File: src/srta_fifo.sv
// Small queue between the intake side and the compute pipeline.
`timescale 1ns / 1ps
module srta_fifo #(
  parameter int W     = 33,
  parameter int DEPTH = 4
) (
  input  logic         clk,
  input  logic         rst,
  input  logic         push,
  input  logic [W-1:0] din,
  output logic         full,
  input  logic         pop,
  output logic [W-1:0] dout,
  output logic         nonempty
);

  localparam int AW = $clog2(DEPTH);
  localparam int CW = $clog2(DEPTH + 1);

  logic [W-1:0]  mem [DEPTH];
  logic [AW-1:0] wr_ptr;
  logic [AW-1:0] rd_ptr;
  logic [CW-1:0] count;

  assign full     = (count == CW'(DEPTH));
  assign nonempty = (count != '0);
  assign dout     = mem[rd_ptr];

  always_ff @(posedge clk) begin
    if (push) begin
      mem[wr_ptr] <= din;
    end
  end

  always_ff @(posedge clk) begin
    if (rst) begin
      wr_ptr <= '0;
      rd_ptr <= '0;
      count  <= '0;
    end else begin
      if (push) begin
        wr_ptr <= (wr_ptr == AW'(DEPTH - 1)) ? '0 : wr_ptr + 1'b1;
      end
      if (pop) begin
        rd_ptr <= (rd_ptr == AW'(DEPTH - 1)) ? '0 : rd_ptr + 1'b1;
      end
      if (push && !pop) begin
        count <= count + 1'b1;
      end else if (pop && !push) begin
        count <= count - 1'b1;
      end
    end
  end

endmodule

File: config.mk
export PLATFORM = sky130hd
export DESIGN_NAME = srta_fifo
export DESIGN_NICKNAME = d
export VERILOG_FILES = /design/src/srta_fifo.sv
export SDC_FILE = /design/constraint.sdc
export NUM_CORES = 1
export LEC_CHECK = 0
export BUFFER_PORTS_ARGS = -buffer_cell sky130_fd_sc_hd__buf_2
export CORE_MARGIN = 3
export CORE_UTILIZATION = 45
export CTS_BUF_LIST = sky130_fd_sc_hd__clkbuf_16
export DETAILED_ROUTE_END_ITERATION = 16
export PLACE_DENSITY = 0.65
export SYNTH_ARGS = -nofsm -noshare
export SYNTH_HDL_FRONTEND = slang
export SYNTH_SLANG_ARGS = --single-unit
File: constraint.sdc
create_clock -name clk -period 1.8 [get_ports clk]
set_input_delay 0 -clock clk [delete_from_list [all_inputs] [get_ports clk]]
set_output_delay 0 -clock clk [all_outputs]
set_load 0.02 [all_outputs]
**Word level (Yosys, flattened, before mapping)**

Memory sizes are Yosys's and may differ from the RTL's. A register that Yosys moved wholly into a read port is not among the register bits.
Index checks and enable logic that the tools add are counted.

- Add/sub/neg operators: 4
- Eq/ne operators: 3
- Muxes and demuxes: 8
- Reduce and logical (&&, ||, !) cells: 6

Operators by type and width:

| cell | count |
|---|---|
| 2-bit 2-to-1 mux | 4 |
| 3-bit 2-to-1 mux | 2 |
| 2-bit by 1-bit adder with 2-bit output, second input constant | 2 |
| 2-bit equality test, second input constant | 2 |
| 3-bit by 1-bit adder with 3-bit output, second input constant | 1 |
| 3-bit equality test, second input constant | 1 |
| 3-bit nonzero test | 1 |
| 3-bit by 1-bit subtractor with 3-bit output, second input constant | 1 |
| 1-bit logical AND | 2 |
| 1-bit zero test | 2 |
| 1-bit 2-to-1 mux | 2 |
| 2-bit nonzero test | 1 |

- Bits in registers: 7
- RAM bits: 132
- Bits of input ports: 37
- Output and inout bits: 35
- Word-level logic and storage cells: 25
- Memories kept: 1

Memory list:

| name | words | bits a word | rd ports | clocked after memory_dff | write ports | RTL line | RTL |
|---|---|---|---|---|---|---|---|
| mem | 4 | 33 | 1 | 1 | 1 | 20 | `logic [W-1:0] mem [DEPTH];` |

**Depth between registers and ports, before layout**

- Word-level depth: 4
- Depth in mapped cells: 7
- Depth with buffers taken out: 7

**Worst setup path after synthesis**

Ideal clock, no wire load.

- Path type: register -> register
- From: reg wr_ptr[0]
- To: mem mem[3][0], enable pin
- Library setup time: 393 ps
- Arrival: 1,363 ps
- Required time: 1,407 ps
- Setup slack: 44 ps
- Stages on the path, launching flop included: 3
- Path buffers: 0
- Clock period less this slack: 1,756 ps
- Cells stage by stage: dfxtp_1 ha_1 and2_1

RTL lines:

| what | RTL line | RTL |
|---|---|---|
| start, declared | 21 | `logic [AW-1:0] wr_ptr;` |
| start signal, assigned | 42 | `wr_ptr <= (wr_ptr == AW'(DEPTH - 1)) ? '0 : wr_ptr + 1'b1;` |
| end, declared | 20 |  |

Straight into the memory's write port.

==> reports/metrics.json <==
{
  "synth-edff-count": 132,
  "grt_start_max_net_pins": 34,
  "fin_total_pwr_mw": 7.90,
  "synth_xor_area_frac": 0.00334,
  "final_max_slew_viol_count": 0,
  "via_count": 2478,
  "rsz0062_at_grt": "true",
  "routabilityCongestion": 0.684,
  "htree_num_levels": 4,
  "worst_setup_hold_path_clk_slew_ps": 60,
  "crit_required_ps": 1800,
  "max_cap_violations": 0,
  "cts-root-buf": "clkbuf_16",
  "worst-path-buf-inv": 2,
  "cell_with_the_biggest_individual_delay_on_the_critical_path": "mux4_2",
  "grt_remaining_overflow": 0,
  "number_of_antenna_repair_diodes": 0,
  "netlist-cell-type-count": 19,
  "detail_route.first_pass.iterations": 4,
  "clk_path_buf_depth": 2,
  "die_footprint_um2": 13000,
  "route.detailed.vias_per_inst": 5.02,
  "route.final.wire_length_um": 8440,
  "clkLatencyLatePin_ps": 400,
  "synth_top_cell_area_share": 0.755,
  "worst_slew_pin_slew_ps": 887,
  "max_fo_critical_path": 25,
  "synth-simple-area-share": 0.0150,
  "post_synth_most_frequent_cells": "edfxtp_1, mux4_2, dfxtp_1",
  "hold_slack_ps": 342,
  "critical_path_arrival_ps": 1700,
  "all_layer_gr_usage": 0.142,
  "critPathLaunchType": "flip-flop",
  "mean_instance_size_in_the_synthesized_netlist_um2": 24.2,
  "pwr_density_cell_nw_per_um2": 1170,
  "die_x_um": 114,
  "largest_cells_by_area_after_synthesis": "edfxtp_1, mux4_2, dfxtp_1",
  "grt_pass1_vias": 2670,
  "port_buffers": 71,
  "slew_limit_headroom": 0.409,
  "setup_ws_ps": 95.1,
  "leakagePower_nw": 2.37,
  "drive_above_1_share": 0.412,
  "cpPeakStageDelay_ps": 540,
  "synthFlopType": "edfxtp_1",
  "cts_tree": "built",
  "drt_iter0_markers": 161,
  "worst_clock_skew_ps": 9.27,
  "synth_area_leader_cell": "edfxtp_1",
  "finalCritPeriodShare": 0.947,
  "muxShareOfSynthArea": 0.151,
  "worst_ir_drop_vdd_v": 0.000674,
  "hold_violations": 0,
  "core_um2": 11100,
  "synthMostInstantiatedCell": "edfxtp_1",
  "fmaxAchievable_mhz": 587,
  "worst_r2r_path_depth": 3,
  "post_synthesis_cell_count": 217,
  "synthesis.yosys.warnings": 0,
  "wire_length_of_the_first_global_routing_pass_um": 13900,
  "fillerInstances": 831,
  "drc": 0,
  "detailedPlace.worstSlack_ps": 76.5,
  "timing.final.setup_violations": 0,
  "floorplan.initialDensity": 0.472,
  "net_total_in_the_final_layout": 386,
  "syn-cell-area_um2": 5250,
  "postSynthRegisterBits": 141,
  "cts_made_buffers": 17,
  "critPathCaptureType": "output port",
  "combinational_family_with_the_most_area_after_synthesis": "multiplexers",
  "period_minus_ws_final_ps": 1700,
  "yosysSeqAreaShare": 0.789,
  "synth_fp_nets": 261,
  "stages_on_the_worst_setup_path": 3,
  "std_cell_rows": 38,
  "areaGrowthSynthToFinish_pct": 28.1,
  "synthArstFlopShare": 0,
  "detail-route-antenna-nets": 0,
  "wl_per_cell_um": 17.1,
  "numClockSinks": 141,
  "hold_path.class": "in2reg",
  "run_status": "complete, no violations",
  "hold_path_depth": 2,
  "synth-compound-area-share": 0.00286,
  "cp_cell_sequence": "buf_12 -> mux4_2 -> buf_2",
  "synth_fa_ha_area_frac": 0.0181,
  "timing_worst_setup_path_type": "reg2out",
  "chipHeight_um": 114,
  "path_delay_family": "multiplexers",
  "io-pin-count": 72,
  "grt_antenna_before_repair": 0
}
[path summary, 6_finish.rpt]
path | startpoint | endpoint | slack (ps)
hold / removal | din[28] | mem[2][28] | 340
setup reg to reg | wr_ptr[1] | mem[0][22] | 140
setup / recovery | flip-flop | dout[32] | 100
hold reg to reg | count[2] | count[2] | 500
[stage by stage]
step	util	instance area, um^2	cells	TNS, ps
finish	0.605	6730	494	0
CTS	0.605	6730	494	0
global route	0.605	6730	494	-1.39
floorplan	-	5250	217	0
detailed placement	0.521	5800	427	0
global placement	0.521	5800	427	0
[worst register-to-register path: stages, from the launching register on]
cell and delay (ps):
dfxtp_1 330, inv_1 80, ha_1 130, and2_2 730
[power by group]
group | switching [mW] | internal, mW | leakage (nW) | total (mW)
logic | 0.420 | 0.357 | 0.807 | 0.776
registers | 0.0493 | 3.75 | 1.29 | 3.80
clock network | 1.29 | 2.03 | 0.273 | 3.32
total | 1.76 | 6.14 | 2.37 | 7.90
[metal layers]
metal  global-route usage  routed length, um
met1                0.183               3720
met2                0.240               4310
met3               0.0419                337
met4               0.0356                 76
met5                    0                  0
[cells in the final DEF, fill, tap and decap left out, types with 4 or more instances in the layout]
| master | Yosys | final |
|---|---|---|
| mux2i_1 | 4 | 4 |
| dlygate4sd3_1 | 0 | 36 |
| clkinvlp_4 | 0 | 4 |
| inv_1 | 4 | 5 |
| ha_1 | 6 | 6 |
| dfxtp_1 | 9 | 7 |
| buf_12 | 3 | 4 |
| buf_2 | 3 | 71 |
| edfxtp_1 | 132 | 132 |
| mux4_2 | 30 | 32 |
| nor2_1 | 7 | 7 |
| clkbuf_16 | 0 | 17 |
[registers in the layout, summed over array words and instances, names as in the netlist, named ones only]
name,flops
mem,132
count,3
rd_ptr,2
wr_ptr,2
[kinds of logic (layout without fill, tap and decap cells)]
| logic type | after synthesis | in the layout |
|---|---|---|
| flops | 141 | 141 |
| mux | 37 | 37 |
| simple gates | 15 | 15 |
| buf+inv | 12 | 149 |
| fa+ha+maj | 7 | 7 |
| compound gates | 3 | 3 |
| xor+xnor | 2 | 2 |
[area by class of cell]
type | count | area (um^2) | share of cell area
clock inverter | 14 | 148 | 0.0219
tap | 140 | 175 | 0.0260
multi-input combinational | 64 | 1000 | 0.149
clock buffer | 17 | 425 | 0.0632
inverter | 4 | 15.0 | 0.00223
sequential | 141 | 4150 | 0.616
timing repair buffer | 114 | 818 | 0.122
[timing repair]
action                                  CTS  global route
endpoints found under the setup margin    0            31
endpoints found under the hold margin   141             0
buffers inserted                          0             0
hold buffers                             36             0
gates resized for setup                   0             3
(Power assumes the default switching activity.)
